File: config.mk
export PLATFORM = sky130hd
export DESIGN_NAME = slac_evse_match_sequencer_top
export DESIGN_NICKNAME = d
export VERILOG_FILES = /design/src/rtl/core/sems_pkg.sv /design/src/rtl/core/sems_ram.sv /design/src/rtl/core/sems_datapath.sv /design/src/rtl/core/sems_ctrl.sv /design/src/rtl/core/slac_evse_match_sequencer_top.sv
export SDC_FILE = /design/constraint.sdc
export NUM_CORES = 2
export LEC_CHECK = 0
export BUFFER_PORTS_ARGS = -buffer_cell sky130_fd_sc_hd__buf_2
export CAP_MARGIN = 10
export CORE_UTILIZATION = 40
export DETAILED_ROUTE_END_ITERATION = 10
export PLACE_DENSITY = 0.54
export SETUP_SLACK_MARGIN = 0.15
export SLEW_MARGIN = 10
export SYNTH_ARGS = -nofsm -noshare
export SYNTH_HDL_FRONTEND = slang
export SYNTH_SLANG_ARGS = --single-unit
File: constraint.sdc
create_clock -name aclk -period 6.9 [get_ports aclk]
set_input_delay 0.345 -clock aclk [delete_from_list [all_inputs] [get_ports aclk]]
set_output_delay 0.345 -clock aclk [all_outputs]
set_load 0.02 [all_outputs]
File: src/rtl/core/sems_pkg.sv
// Shared constants, codes and interface types of the SLAC EVSE match sequencer.
package sems_pkg;

    // Sum store geometry
    localparam int GROUPS = 58;
    localparam int GIDX_W = 6;
    localparam int SUM_W  = 12;
    localparam logic [GIDX_W:0]   GROUPS_N  = (GIDX_W + 1)'(GROUPS);
    localparam logic [GIDX_W-1:0] GIDX_LAST = GIDX_W'(GROUPS - 1);

    // Field widths
    localparam int CNT_W      = 16;
    localparam int RTY_W      = 3;
    localparam int SND_W      = 5;
    localparam int CFG_IDX_W  = 3;
    localparam int CFG_DATA_W = 16;
    localparam int IN_USER_W  = 6;
    localparam int IN_DATA_W  = 16;
    localparam int OUT_USER_W = 2;
    localparam int OUT_DATA_W = 32;

    // Input operation codes
    localparam logic [1:0] OP_TICK    = 2'd0;
    localparam logic [1:0] OP_FRAME   = 2'd1;
    localparam logic [1:0] OP_RESTART = 2'd2;

    // Message kinds of a classified frame
    localparam logic [2:0] KIND_START    = 3'd1;
    localparam logic [2:0] KIND_PROFILE  = 3'd2;
    localparam logic [2:0] KIND_RESPONSE = 3'd3;
    localparam logic [2:0] KIND_MATCH    = 3'd4;

    // Result actions
    localparam logic [1:0] ACT_STATUS  = 2'd0;
    localparam logic [1:0] ACT_CHAR    = 2'd1;
    localparam logic [1:0] ACT_CONFIRM = 2'd2;

    // Configuration register indexes
    localparam logic [CFG_IDX_W-1:0] REG_START_TO  = 3'd0;
    localparam logic [CFG_IDX_W-1:0] REG_SOUND_TO  = 3'd1;
    localparam logic [CFG_IDX_W-1:0] REG_SETTLE    = 3'd2;
    localparam logic [CFG_IDX_W-1:0] REG_RSP_TO    = 3'd3;
    localparam logic [CFG_IDX_W-1:0] REG_MATCH_TO  = 3'd4;
    localparam logic [CFG_IDX_W-1:0] REG_MAX_RTY   = 3'd5;
    localparam logic [CFG_IDX_W-1:0] REG_SND_NEED  = 3'd6;
    localparam logic [CFG_IDX_W-1:0] REG_FORCE_KEY = 3'd7;

    // Matching phases, as reported on the result channel
    typedef enum logic [2:0] {
        PH_WAIT_START = 3'd0,
        PH_SOUNDING   = 3'd1,
        PH_SETTLE     = 3'd2,
        PH_WAIT_RSP   = 3'd3,
        PH_WAIT_MATCH = 3'd4,
        PH_MATCHED    = 3'd5,
        PH_FAILED     = 3'd6
    } sems_phase_t;

    // Commands from the controller to the datapath
    typedef struct packed {
        logic capture;  // take the input transfer and read its group sum
        logic exec;     // apply the item and load its result if single
        logic brd;      // read the next characterization entry
        logic bout;     // load the characterization entry into the output
    } sems_cmd_t;

    // Status from the datapath to the controller
    typedef struct packed {
        logic out_free;    // output register can take a result this cycle
        logic emit;        // current item sends the characterization
        logic burst_last;  // burst pointer is on the last group
    } sems_sts_t;

endpackage

File: src/rtl/core/sems_ram.sv
// Generic single-write, single-read RAM with registered read data.
module sems_ram #(
    parameter int WIDTH = 8,
    parameter int DEPTH = 16,
    parameter int AW    = (DEPTH > 1) ? $clog2(DEPTH) : 1
) (
    input  logic             aclk,
    input  logic             we,
    input  logic [AW-1:0]    waddr,
    input  logic [WIDTH-1:0] wdata,
    input  logic             re,
    input  logic [AW-1:0]    raddr,
    output logic [WIDTH-1:0] rdata
);

    logic [WIDTH-1:0] mem [DEPTH];
    logic [WIDTH-1:0] rdata_reg;

    // Write port
    always_ff @(posedge aclk) begin
        if (we) begin
            mem[waddr] <= wdata;
        end
    end

    // Registered read port
    always_ff @(posedge aclk) begin
        if (re) begin
            rdata_reg <= mem[raddr];
        end
    end

    assign rdata = rdata_reg;

endmodule

File: src/rtl/core/sems_datapath.sv
// Datapath: configuration, matching phase and timers, group sum store, result register.
module sems_datapath (
    input  logic                              aclk,
    input  logic                              aresetn,
    input  logic [sems_pkg::IN_DATA_W-1:0]    s_tdata,
    input  logic [sems_pkg::IN_USER_W-1:0]    s_tuser,
    input  logic                              s_tlast,
    input  logic                              cfg_valid,
    input  logic [sems_pkg::CFG_IDX_W-1:0]    cfg_index,
    input  logic [sems_pkg::CFG_DATA_W-1:0]   cfg_data,
    input  logic                              m_tready,
    output logic                              m_tvalid,
    output logic [sems_pkg::OUT_DATA_W-1:0]   m_tdata,
    output logic [sems_pkg::OUT_USER_W-1:0]   m_tuser,
    output logic                              m_tlast,
    input  sems_pkg::sems_cmd_t               cmd,
    output sems_pkg::sems_sts_t               sts
);
    import sems_pkg::*;

    // Configuration registers
    logic [CNT_W-1:0] start_to_reg, sound_to_reg, settle_reg, rsp_to_reg, match_to_reg;
    logic [RTY_W-1:0] max_rty_reg;
    logic [SND_W-1:0] snd_need_reg;
    logic             fwk_reg;

    // Captured input item
    logic [1:0]        op_reg;
    logic [2:0]        kind_reg;
    logic              ok_reg;
    logic [7:0]        gval_reg;
    logic [GIDX_W-1:0] gidx_reg;
    logic              glast_reg;
    logic              vdone_reg;
    logic              wexp_reg;

    // Matching state
    sems_phase_t       phase_reg, phase_next;
    logic [CNT_W-1:0]  elapsed_reg, elapsed_next;
    logic [RTY_W-1:0]  rty_reg, rty_next;
    logic [SND_W-1:0]  snd_reg, snd_next;
    logic [GROUPS-1:0] valid_reg;
    logic [GIDX_W-1:0] bidx_reg;

    // Sum store access
    logic              ram_re;
    logic [GIDX_W-1:0] ram_raddr;
    logic [SUM_W-1:0]  ram_rdata;
    logic              vld_rd_reg;
    logic [SUM_W-1:0]  sum_rd;
    logic [SUM_W:0]    sum_add;
    logic [SUM_W-1:0]  sum_sat;
    logic              gidx_in_range;

    // Step outcome
    logic [CNT_W-1:0]  el_inc;
    logic [SND_W-1:0]  snd_inc;
    logic              emit;
    logic              wr_en;
    logic              clr;
    logic [1:0]        act;
    logic              wk;

    // Result register
    logic              m_valid_reg;
    logic [1:0]        o_act_reg;
    logic [2:0]        o_phase_reg;
    logic [GIDX_W-1:0] o_idx_reg;
    logic [SUM_W-1:0]  o_sum_reg;
    logic [SND_W-1:0]  o_snd_reg;
    logic              o_last_reg;
    logic              o_wk_reg;

    // Configuration writes
    always_ff @(posedge aclk) begin
        if (!aresetn) begin
            start_to_reg <= 16'd400;
            sound_to_reg <= 16'd600;
            settle_reg   <= 16'd45;
            rsp_to_reg   <= 16'd200;
            match_to_reg <= 16'd10000;
            max_rty_reg  <= 3'd2;
            snd_need_reg <= 5'd10;
            fwk_reg      <= 1'b0;
        end else if (cfg_valid) begin
            unique case (cfg_index)
                REG_START_TO:  start_to_reg <= cfg_data;
                REG_SOUND_TO:  sound_to_reg <= cfg_data;
                REG_SETTLE:    settle_reg   <= cfg_data;
                REG_RSP_TO:    rsp_to_reg   <= cfg_data;
                REG_MATCH_TO:  match_to_reg <= cfg_data;
                REG_MAX_RTY:   max_rty_reg  <= cfg_data[RTY_W-1:0];
                REG_SND_NEED:  snd_need_reg <= cfg_data[SND_W-1:0];
                REG_FORCE_KEY: fwk_reg      <= cfg_data[0];
                default: ;
            endcase
        end
    end

    // Capture the input transfer
    always_ff @(posedge aclk) begin
        if (cmd.capture) begin
            op_reg    <= s_tuser[1:0];
            kind_reg  <= s_tuser[4:2];
            ok_reg    <= s_tuser[5];
            gval_reg  <= s_tdata[7:0];
            gidx_reg  <= s_tdata[13:8];
            vdone_reg <= s_tdata[14];
            wexp_reg  <= s_tdata[15];
            glast_reg <= s_tlast;
        end
    end

    // Read the sum store at the incoming group or at the burst pointer
    assign ram_re    = cmd.capture | cmd.brd;
    assign ram_raddr = cmd.brd ? bidx_reg : s_tdata[13:8];

    sems_ram #(
        .WIDTH (SUM_W),
        .DEPTH (GROUPS)
    ) u_sums (
        .aclk  (aclk),
        .we    (cmd.exec & wr_en),
        .waddr (gidx_reg),
        .wdata (sum_sat),
        .re    (ram_re),
        .raddr (ram_raddr),
        .rdata (ram_rdata)
    );

    // Entries never written since restart read as zero
    always_ff @(posedge aclk) begin
        if (ram_re) begin
            vld_rd_reg <= ({1'b0, ram_raddr} < GROUPS_N) && valid_reg[ram_raddr];
        end
    end

    assign sum_rd        = vld_rd_reg ? ram_rdata : '0;
    assign sum_add       = {1'b0, sum_rd} + {{(SUM_W + 1 - 8){1'b0}}, gval_reg};
    assign sum_sat       = sum_add[SUM_W] ? '1 : sum_add[SUM_W-1:0];
    assign gidx_in_range = ({1'b0, gidx_reg} < GROUPS_N);

    assign el_inc  = (elapsed_reg == '1) ? elapsed_reg : elapsed_reg + 1'b1;
    assign snd_inc = (snd_reg == '1) ? snd_reg : snd_reg + 1'b1;

    // Work out the effect of the captured item
    always_comb begin
        phase_next   = phase_reg;
        elapsed_next = elapsed_reg;
        rty_next     = rty_reg;
        snd_next     = snd_reg;
        emit         = 1'b0;
        wr_en        = 1'b0;
        clr          = 1'b0;
        act          = ACT_STATUS;
        wk           = 1'b0;
        case (op_reg)
            OP_RESTART: begin
                phase_next   = PH_WAIT_START;
                elapsed_next = '0;
                rty_next     = '0;
                snd_next     = '0;
                clr          = 1'b1;
            end
            OP_TICK: begin
                if (phase_reg != PH_MATCHED && phase_reg != PH_FAILED) begin
                    elapsed_next = el_inc;
                    unique case (phase_reg)
                        PH_WAIT_START: begin
                            if (el_inc >= start_to_reg) begin
                                phase_next   = PH_FAILED;
                                elapsed_next = '0;
                            end
                        end
                        PH_SOUNDING: begin
                            if (el_inc >= sound_to_reg) begin
                                phase_next   = PH_SETTLE;
                                elapsed_next = '0;
                            end
                        end
                        PH_SETTLE: begin
                            if (el_inc >= settle_reg) begin
                                phase_next   = PH_WAIT_RSP;
                                elapsed_next = '0;
                                emit         = 1'b1;
                            end
                        end
                        PH_WAIT_RSP: begin
                            if (el_inc >= rsp_to_reg) begin
                                elapsed_next = '0;
                                if (rty_reg >= max_rty_reg) begin
                                    phase_next = PH_FAILED;
                                end else begin
                                    rty_next = rty_reg + 1'b1;
                                    emit     = 1'b1;
                                end
                            end
                        end
                        default: begin
                            // wait for the match request
                            if (el_inc >= match_to_reg || (vdone_reg && wexp_reg)) begin
                                phase_next   = PH_FAILED;
                                elapsed_next = '0;
                            end
                        end
                    endcase
                end
            end
            OP_FRAME: begin
                if (ok_reg) begin
                    if (phase_reg == PH_WAIT_START && kind_reg == KIND_START) begin
                        if (elapsed_reg < start_to_reg) begin
                            phase_next   = PH_SOUNDING;
                            elapsed_next = '0;
                        end
                    end else if (phase_reg == PH_SOUNDING && kind_reg == KIND_PROFILE) begin
                        wr_en = gidx_in_range;
                        if (glast_reg) begin
                            snd_next = snd_inc;
                            if (snd_inc >= snd_need_reg) begin
                                phase_next   = PH_SETTLE;
                                elapsed_next = '0;
                            end
                        end
                    end else if (phase_reg == PH_WAIT_RSP && kind_reg == KIND_RESPONSE) begin
                        phase_next   = PH_WAIT_MATCH;
                        elapsed_next = '0;
                    end else if (phase_reg == PH_WAIT_MATCH && kind_reg == KIND_MATCH) begin
                        phase_next   = PH_MATCHED;
                        elapsed_next = '0;
                        act          = ACT_CONFIRM;
                        wk           = fwk_reg;
                    end
                end
            end
            default: ;
        endcase
    end

    // Advance the matching state
    always_ff @(posedge aclk) begin
        if (!aresetn) begin
            phase_reg   <= PH_WAIT_START;
            elapsed_reg <= '0;
            rty_reg     <= '0;
            snd_reg     <= '0;
            valid_reg   <= '0;
        end else if (cmd.exec) begin
            phase_reg   <= phase_next;
            elapsed_reg <= elapsed_next;
            rty_reg     <= rty_next;
            snd_reg     <= snd_next;
            if (clr) begin
                valid_reg <= '0;
            end else if (wr_en) begin
                valid_reg[gidx_reg] <= 1'b1;
            end
        end
    end

    // Burst pointer over the groups
    always_ff @(posedge aclk) begin
        if (!aresetn) begin
            bidx_reg <= '0;
        end else if (cmd.exec) begin
            bidx_reg <= '0;
        end else if (cmd.bout) begin
            bidx_reg <= bidx_reg + 1'b1;
        end
    end

    // Result register: load a single result or one characterization entry
    always_ff @(posedge aclk) begin
        if (!aresetn) begin
            m_valid_reg <= 1'b0;
        end else if ((cmd.exec && !emit) || cmd.bout) begin
            m_valid_reg <= 1'b1;
        end else if (m_tready) begin
            m_valid_reg <= 1'b0;
        end
    end

    always_ff @(posedge aclk) begin
        if (cmd.exec && !emit) begin
            o_act_reg   <= act;
            o_phase_reg <= phase_next;
            o_idx_reg   <= '0;
            o_sum_reg   <= '0;
            o_snd_reg   <= snd_next;
            o_last_reg  <= 1'b1;
            o_wk_reg    <= wk;
        end else if (cmd.bout) begin
            o_act_reg   <= ACT_CHAR;
            o_phase_reg <= phase_reg;
            o_idx_reg   <= bidx_reg;
            o_sum_reg   <= sum_rd;
            o_snd_reg   <= snd_reg;
            o_last_reg  <= sts.burst_last;
            o_wk_reg    <= 1'b0;
        end
    end

    assign m_tvalid = m_valid_reg;
    assign m_tuser  = o_act_reg;
    assign m_tlast  = o_last_reg;
    assign m_tdata  = {5'b0, o_wk_reg, o_snd_reg, o_sum_reg, o_idx_reg, o_phase_reg};

    assign sts.out_free   = !m_valid_reg || m_tready;
    assign sts.emit       = emit;
    assign sts.burst_last = (bidx_reg == GIDX_LAST);

    // Restart leaves every group reading as zero
    a_restart_clears: assert property (@(posedge aclk) disable iff (!aresetn)
        (cmd.exec && op_reg == OP_RESTART) |=> (valid_reg == '0))
        else $error("sum store not cleared by restart");

    // A characterization entry goes out as a characterization transfer
    a_bout_char: assert property (@(posedge aclk) disable iff (!aresetn)
        cmd.bout |=> (m_tvalid && m_tuser == ACT_CHAR))
        else $error("burst entry not presented as characterization");

    // Sending the characterization starts the burst at group zero in wait for response
    a_emit_start: assert property (@(posedge aclk) disable iff (!aresetn)
        (cmd.exec && emit) |=> (phase_reg == PH_WAIT_RSP && bidx_reg == '0))
        else $error("characterization burst started in wrong state");

endmodule

File: src/rtl/core/sems_ctrl.sv
// Controller: sequences capture, execution and the characterization burst.
module sems_ctrl (
    input  logic                 aclk,
    input  logic                 aresetn,
    input  logic                 s_tvalid,
    output logic                 s_tready,
    output sems_pkg::sems_cmd_t  cmd,
    input  sems_pkg::sems_sts_t  sts
);
    import sems_pkg::*;

    typedef enum logic [3:0] {
        ST_IDLE = 4'b0001,
        ST_EXEC = 4'b0010,
        ST_BRD  = 4'b0100,
        ST_BOUT = 4'b1000
    } sems_seq_t;

    sems_seq_t state_reg, state_next;

    // Next state and commands
    always_comb begin
        state_next  = state_reg;
        cmd         = '0;
        s_tready    = 1'b0;
        unique case (state_reg)
            ST_IDLE: begin
                s_tready = 1'b1;
                if (s_tvalid) begin
                    cmd.capture = 1'b1;
                    state_next  = ST_EXEC;
                end
            end
            ST_EXEC: begin
                if (sts.out_free) begin
                    cmd.exec   = 1'b1;
                    state_next = sts.emit ? ST_BRD : ST_IDLE;
                end
            end
            ST_BRD: begin
                cmd.brd    = 1'b1;
                state_next = ST_BOUT;
            end
            ST_BOUT: begin
                if (sts.out_free) begin
                    cmd.bout   = 1'b1;
                    state_next = sts.burst_last ? ST_IDLE : ST_BRD;
                end
            end
            default: state_next = ST_IDLE;
        endcase
    end

    always_ff @(posedge aclk) begin
        if (!aresetn) begin
            state_reg <= ST_IDLE;
        end else begin
            state_reg <= state_next;
        end
    end

    // A captured item is always executed next
    a_capture_exec: assert property (@(posedge aclk) disable iff (!aresetn)
        cmd.capture |=> (state_reg == ST_EXEC))
        else $error("capture not followed by execution");

    // Hold the item while the result register is occupied
    a_exec_hold: assert property (@(posedge aclk) disable iff (!aresetn)
        (state_reg == ST_EXEC && !sts.out_free) |=> (state_reg == ST_EXEC))
        else $error("item dropped while output stalled");

    // The burst ends after the last group
    a_burst_end: assert property (@(posedge aclk) disable iff (!aresetn)
        (cmd.bout && sts.burst_last) |=> (state_reg == ST_IDLE))
        else $error("burst did not end on last group");

endmodule

File: src/rtl/core/slac_evse_match_sequencer_top.sv
// Top level of the SLAC EVSE match sequencer.
// Usage:
//   s_* channel takes one item per transfer: a 1 ms tick, one element of a
//   classified frame, or a session restart. tuser = {msg_ok, msg_kind, op},
//   tlast = last group of a profile frame.
//   m_* channel returns the results. Most items give one status result; a
//   match request in wait-for-match gives a match confirm; the settle
//   deadline and each response resend give a run of 58 characterization
//   entries (sums of the group store), tlast on the last one.
//   cfg_* writes one configuration register per transfer; write only while
//   the block is idle. cfg_ready is always high.
// Timing: the sum store is read at the edge that accepts an item; the update and
//   the result load follow in the execute state, once the output register is free.
//   The next item is taken only after that and after any characterization run, which
//   reads each entry with a registered read, then loads it into the output register.
// Reset (aresetn low, synchronous) restores the register defaults, enters
//   wait-for-start and marks all sums as zero; no clearing sweep is needed.
// When the receiver stalls the result is held and one more item may be
//   accepted; it then waits until the output register frees.
module slac_evse_match_sequencer_top (
    input  logic                              aclk,
    input  logic                              aresetn,
    // Input channel
    input  logic                              s_tvalid,
    output logic                              s_tready,
    input  logic [sems_pkg::IN_DATA_W-1:0]    s_tdata,  // group_value[7:0], group_index[13:8],
                                                        // validated[14], window_expired[15]
    input  logic [sems_pkg::IN_USER_W-1:0]    s_tuser,  // op[1:0], msg_kind[4:2], msg_ok[5]
    input  logic                              s_tlast,  // group_last
    // Result channel
    output logic                              m_tvalid,
    input  logic                              m_tready,
    output logic [sems_pkg::OUT_DATA_W-1:0]   m_tdata,  // phase_now[2:0], entry_index[8:3],
                                                        // entry_sum[20:9], sound_count[25:21],
                                                        // wrong_key[26], zero[31:27]
    output logic [sems_pkg::OUT_USER_W-1:0]   m_tuser,  // action[1:0]
    output logic                              m_tlast,  // run_last
    // Configuration write channel
    input  logic                              cfg_valid,
    output logic                              cfg_ready,
    input  logic [sems_pkg::CFG_IDX_W-1:0]    cfg_index,
    input  logic [sems_pkg::CFG_DATA_W-1:0]   cfg_data
);
    import sems_pkg::*;

    sems_cmd_t cmd;
    sems_sts_t sts;

    // Register writes are taken in any cycle
    assign cfg_ready = 1'b1;

    sems_ctrl u_ctrl (
        .aclk     (aclk),
        .aresetn  (aresetn),
        .s_tvalid (s_tvalid),
        .s_tready (s_tready),
        .cmd      (cmd),
        .sts      (sts)
    );

    sems_datapath u_dp (
        .aclk      (aclk),
        .aresetn   (aresetn),
        .s_tdata   (s_tdata),
        .s_tuser   (s_tuser),
        .s_tlast   (s_tlast),
        .cfg_valid (cfg_valid & cfg_ready),
        .cfg_index (cfg_index),
        .cfg_data  (cfg_data),
        .m_tready  (m_tready),
        .m_tvalid  (m_tvalid),
        .m_tdata   (m_tdata),
        .m_tuser   (m_tuser),
        .m_tlast   (m_tlast),
        .cmd       (cmd),
        .sts       (sts)
    );

endmodule

Word level (Yosys, flattened, before mapping)
Memories as Yosys holds them, arrays and structs flattened. A register that Yosys moved wholly into a read port is not among the register bits.
Cells that the tools add are included.

word-level totals
  register bits = 239
  bits in writable memories = 696
  input port bits = 47
  output and inout port bits = 38
  memories = 1

memory list
  memory           words  bits a word  read ports  clocked after memory_dff  wr ports  line            RTL
  u_dp.u_sums.mem  58     12           1           1                         1         sems_ram.sv:16  logic [WIDTH-1:0] mem [DEPTH];

cells by class
  add/subtract/negate cells = 5
  magnitude comparators = 13
  equality and inequality tests = 38
  mux-type cells = 102
  bitwise logic cells = 4
  reductions and logical operators = 35

operators by type and width
  cell                   count
  $mux 16                15
  $mux 58                2
  $ge 16x16->1           5
  $mux 3                 23
  $pmux 16 s4            1
  $or 58x58->58          1
  $pmux 16 s3            1
  $mux 5                 7
  $mux 1                 31
  $mux 12                2
  $eq 3x2->1 const B     6
  $eq 3x3->1 const B     6
  $reduce_and 2->1       9
  $add 16x1->16 const B  1
  $eq 16x16->1 const B   1
  $lt 16x16->1           1
  $mux 2                 8
  $pmux 4 s4             1
  $lt 6x7->1 const B     2
  $add 12x8->13          1
  $lt 6x6->1 const B     2
  $mux 4                 3
  $pmux 3 s4             1
  $pmux 5 s2             1
  41 further kinds       66

Longest topological paths before layout
  depth after elaboration = 11
  mapped depth = 18
  mapped depth without buffers = 16

Modules after synthesis
Synthesis repeated with hierarchy kept, for this count alone.

second synthesis, totals
  cells, all modules = 2817
  area, all modules = 40570.2 um^2

by module, submodules not included
  module                         times used  cells each  area an instance (um^2)  seq. area each (um^2)
  sems_ram                       1           1256        27416.3                  21260.4
  sems_datapath                  1           1527        12886.1                  5054.8
  sems_ctrl                      1           32          256.5                    80.1
  slac_evse_match_sequencer_top  1           2           11.3                     0.0

Worst setup path after synthesis
OpenSTA, ideal clock, no wires.

  path type = register to register
  start point = reg u_dp.vld_rd_reg
  end point = mem u_dp.u_sums.mem[0][10] in the netlist's numbering, data pin
  library setup time = 637 ps
  data arrival time = 4635 ps
  required time = 6263 ps
  path slack = 1628 ps
  stages on the path, launching flop included = 14
  cell sequence = edfxtp_1 clkbuf_1 and2_1 ha_1 inv_1 fa_1 nor2b_1 o21ai_0 a21boi_0 o21ai_0 nand2b_1 a31oi_1 o21ba_2 nor3_1

between the ends
  word-level cells in the longest chain between the ends = 3

ends and longest elaborated chain
  item                      line                  RTL
  start: declaration        sems_datapath.sv:49   logic vld_rd_reg;
  start signal: assignment  sems_datapath.sv:134  vld_rd_reg <= ({1'b0, ram_raddr} < GROUPS_N) && valid_reg[ram_raddr];
  $mux 12                   sems_datapath.sv:138  assign sum_rd = vld_rd_reg ? ram_rdata : '0;
  via u_dp.sum_rd[0]        sems_datapath.sv:50   logic [SUM_W-1:0] sum_rd;
  $add 12x8->13             sems_datapath.sv:139  assign sum_add = {1'b0, sum_rd} + {{(SUM_W + 1 - 8){1'b0}}, gval_reg};
  $mux 12                   sems_datapath.sv:140  assign sum_sat = sum_add[SUM_W] ? '1 : sum_add[SUM_W-1:0];
  via u_dp.sum_sat[10]      sems_datapath.sv:52   logic [SUM_W-1:0] sum_sat;
  end: declaration          sems_ram.sv:16

The timed path passes the listed nets, and every way through them passes these cells.

Final worst setup path
  start point = reg u_dp.elapsed_reg[3]
  end point = reg u_dp.o_snd_reg[1], enable pin

between the ends
  word-level cells in the longest chain between the ends = 10
  elaborated cells between the ends (all ways) = 13

ends and longest elaborated chain
  item                                           line                                        RTL
  start: declaration                             sems_datapath.sv:39                         logic [CNT_W-1:0] elapsed_reg, elapsed_next;
  start signal: assignment                       sems_datapath.sv:250                        elapsed_reg <= elapsed_next;
  $add 16x1->16 or $eq 16x16->1 (tied branches)  sems_datapath.sv:143                        assign el_inc = (elapsed_reg == '1) ? elapsed_reg : elapsed_reg + 1'b1;
  $mux 16 *                                      sems_datapath.sv:143
  $ge 16x16->1 (on tied branches)                sems_datapath.sv:189, sems_datapath.sv:182
  $mux 1 (on tied branches)                      sems_datapath.sv:189, sems_datapath.sv:182
  $pmux 1 s2 *                                   sems_datapath.sv:168                        unique case (phase_reg)
  $mux 1 *                                       sems_datapath.sv:166                        if (phase_reg != PH_MATCHED && phase_reg != PH_FAILED) begin
  $mux 1 *                                       sems_datapath.sv:157                        case (op_reg)
  $logic_not 1->1 *                              sems_datapath.sv:284                        if (cmd.exec && !emit) begin
  $logic_and 1x1->1 *                            sems_datapath.sv:284
  $reduce_bool 2->1 (no source line) *           -
  end signal: assignment                         sems_datapath.sv:289                        o_snd_reg <= snd_next;
  end signal: assignment                         sems_datapath.sv:297                        o_snd_reg <= snd_reg;
  end: declaration                               sems_datapath.sv:70                         logic [SND_W-1:0] o_snd_reg;

Every way passes the cells marked *; elsewhere a longest branch is shown, timed or not.
A chain may end at the register's enable or synchronous reset.

==> run_results.csv <==
group,metric,value,unit
drt,viasPerCell,5.64,
clock_tree,clk_pin_slew,0.06,ns
drt,wirelength,111000,um
timing,fin_setup_tns,0,ns
clock_tree,cts_sinks,947,
power_and_ir_drop,power_density,282,nW/um2
global_route,grt.busiest_layer,"met2",
global_route,grt_first_pass_wirelength,167000,um
clock_tree,htreeDepth,3,
timing,finalSetupViolations,0,
timing,worst_clock_skew,0.0330,ns
worst_setup_path,critPathRequiredTime,7.24,ns
job,drv_cap,0,
worst_setup_path,cp_slowest_stage_delay,0.94,ns
floorplanning,die_w,320,um
status,status,"finished, final reports clean",
power_and_ir_drop,ir_drop,0.180,mV
final_layout,final-seq-area,26400,um2
worst_setup_path,cp.arrival,6.24,ns
drt,postRouteAntennaNets,0,
timing,slew_headroom,15.9,%
drt,drt_first_pass_iters,6,
clock_tree,clkLatencyLatePin,0.71,ns
floorplanning,num_rows,116,
power_and_ir_drop,p_leak,16.2,nW
timing,period_share,85.5,%
place,gp_congestion,0.879,
floorplanning,start_util,40.4,%
floorplanning,dieArea,102000,um2
global_route,grt_antenna_before_repair,1,
place,dp_hpwl,72700,um
final_layout,area_growth_syn_to_layout,15.0,%
yosys,ys_ff_latch,947,
yosys,synth_cell_types,78,
drt,wl_per_cell,24.1,um
timing,slew_violations,0,
power_and_ir_drop,p_total,13.1,mW
global_route,grt_util_met3,3.84,%
clock_tree,cts_buffers,102,
timing,fmax,169,MHz
clock_tree,postCtsSetupBuffers,0,
timing,rsz0062_at_grt,"no",
timing,post-route-min-period,5.90,ns
worst_setup_path,critPathCaptureType,"flip-flop",
yosys,yosysMostFrequentCell,"edfxtp_1",
worst_setup_path,cp_top_family,"simple AND/OR/NAND/NOR gates",
global_route,gr-usage-all-layers,21.8,%
hold_path,hold_path_class,"in -> reg",
drt,remaining_drc_errors,0,
yosys,synth_ff_type,"edfxtp_1",
global_route,grt_max_degree,75,
drt,drt_iter0_markers,2622,
yosys,ys_warn_count,0,
clock_tree,tritoncts,"yes",
global_route,use_met2,34.4,%
place,port_buffers,78,
yosys,synthTopCellsByArea,"edfxtp_1 (55%), dfxtp_1 (10%), mux4_2 (7.4%)",
yosys,synthArstFlopShare,0,%
clock_tree,ctsResizeCount,0,
drt,via_count,26085,
final_layout,nNetsFinal,3406,
final_layout,largest_reg_flops,696,
global_route,grt_overflow,0,
yosys,synth_top_area_share,55.2,%
floorplanning,die_h,320,um
timing,finalHoldViolCount,0,
worst_setup_path,cpMaxStageDelayCell,"o311ai_0",
floorplanning,core-area,100000,um2
global_route,met1_usage,31.0,%
worst_setup_path,crit_top_cell,"nand4_1",
yosys,synthesis.instances,3078,
clock_tree,root_buffer,"clkbuf_16",
worst_setup_path,cp-start-kind,"flip-flop",
final_layout,fillers,8725,
worst_setup_path,cp_cell_sequence,"and4_1 > nand4_1 > or3_1 > nand4_1 > nor3_1 > xor2_1 > ha_1 > nand4_1 > nor2_1 > a211oi_1 > o21ai_0 > o311ai_0 > o21a_1 > buf_4 > inv_1 > nand2_1",
global_route,grt_pass1_vias,25883,
yosys,syn_area,40400,um2
yosys,ys_seq_area_share,65.3,%
final_layout,drive_gt1_share,15.2,%
timing,tightest_slew,1.26,ns
yosys,ys_top_cells_by_count,"edfxtp_1 (743), nand2_1 (517), a21oi_1 (247), nor2_1 (219), dfxtp_1 (204)",
yosys,yosys.area.top_type,"edfxtp_1",
clock_tree,cts.path.max_buffers,3,
worst_setup_path,path_class,"reg -> reg",
final_layout,multi_input_area,13000,um2
worst_setup_path,path_max_fanout,23,
worst_setup_path,crit_buf_inv,2,
floorplanning,ios,85,
yosys,synth_edf_count,743,
yosys,avgSynthCellArea,13.1,um2
-- cells by family (layout without fill, tap and decap cells) --
family                   after synthesis  count (layout)  share of synthesized area [%]
multiplexers                         189             189                           8.84
XOR/XNOR                              27              27                          0.585
other                                  2               8                         0.0186
AO/OA/AOI/OAI                        500             500                           7.47
adder cells (fa/ha/maj)              121             121                           3.77
flip-flops                           947             947                           65.3
buffers and inverters                276             519                           2.91
AND/OR/NAND/NOR                     1016            1016                           11.1
-- per-layer routing --
metal	wire length [um]	share of wire, %
met1	49300	44
met2	51400	46
met3	8040	7.2
met4	2540	2.3
met5	0	0
-- area by class of cell --
type                            instances  share of cell area, %
Inverter                              115                  0.928
Timing Repair Buffer                  213                   3.25
Sequential cell                       947                   56.8
Multi-Input combinational cell       1859                   28.0
Tap cell                             1298                   3.49
Antenna cell                            2                 0.0108
Clock buffer                          133                   6.07
Clock inverter                         58                   1.50
-- power by group --
group | leakage (nW) | internal (mW) | switching, mW | total (mW)
Clock | 1.70 | 3.35 | 2.32 | 5.68
Sequential | 8.38 | 6.42 | 0.0320 | 6.46
Combinational | 6.08 | 0.241 | 0.728 | 0.969
Total | 16.2 | 10.0 | 3.08 | 13.1
-- timing repair --
item,4_1_cts,5_1_grt
hold buffers,37,0
endpoints found under the setup margin,0,0
endpoints found under the hold margin,95,0
-- placed cells by master (no fill, tap or decap), drive strengths merged, types with 27 or more instances in the layout --
master	Yosys	routed
nand3	90	90
nor3	27	27
clkbuf	83	133
nand2	517	517
buf	78	176
dlygate4sd3	0	37
dfxtp	204	204
mux2i	47	47
o21ai	74	74
nand4	29	29
clkinv	0	39
and3	27	27
a21oi	247	247
nor2	220	220
inv	115	117
edfxtp	743	743
ha	120	120
mux4	133	133
-- worst register-to-register path, delay by kind of cell, from the launching register on --
kind / cells / cell delay (ns)
compound gates: 4 / 1.78
xor+xnor: 1 / 0.51
fa+ha+maj: 1 / 0.35
buf+inv: 2 / 0.42
flops: 1 / 0.49
simple gates: 8 / 2.00
-- worst paths after layout --
kind / startpoint / endpoint / slack (ns) / cells past startpoint
setup / recovery: u_dp.elapsed_reg[3] / u_dp.o_snd_reg[1] / 1.0 / 16
hold / removal: cfg_data[4] / u_dp.rsp_to_reg[4] / 0.06 / 3
setup reg to reg: u_dp.elapsed_reg[3] / u_dp.o_snd_reg[1] / 1.0 / 16
hold reg to reg: u_dp.o_idx_reg[5] / u_dp.o_idx_reg[5] / 0.45 / 2
-- metrics by stage --
step / hold slack [ns] / setup slack [ns] / instances / cell area, um2 / util (%)
5_1_grt: 0.0376 / 0.504 / 4623 / 46500 / 46.4
3_5_place_dp: 0.443 / 1.05 / 4391 / 42600 / 42.5
2_1_floorplan: 0.431 / 1.63 / 3082 / 40400 / -
3_3_place_gp: 0.441 / 1.17 / 4390 / 42500 / 42.5
6_report: 0.0625 / 0.997 / 4625 / 46500 / 46.4
4_1_cts: 0.0142 / 1.01 / 4619 / 46400 / 46.4
No activity file was read; power rests on OpenSTA's default activity.
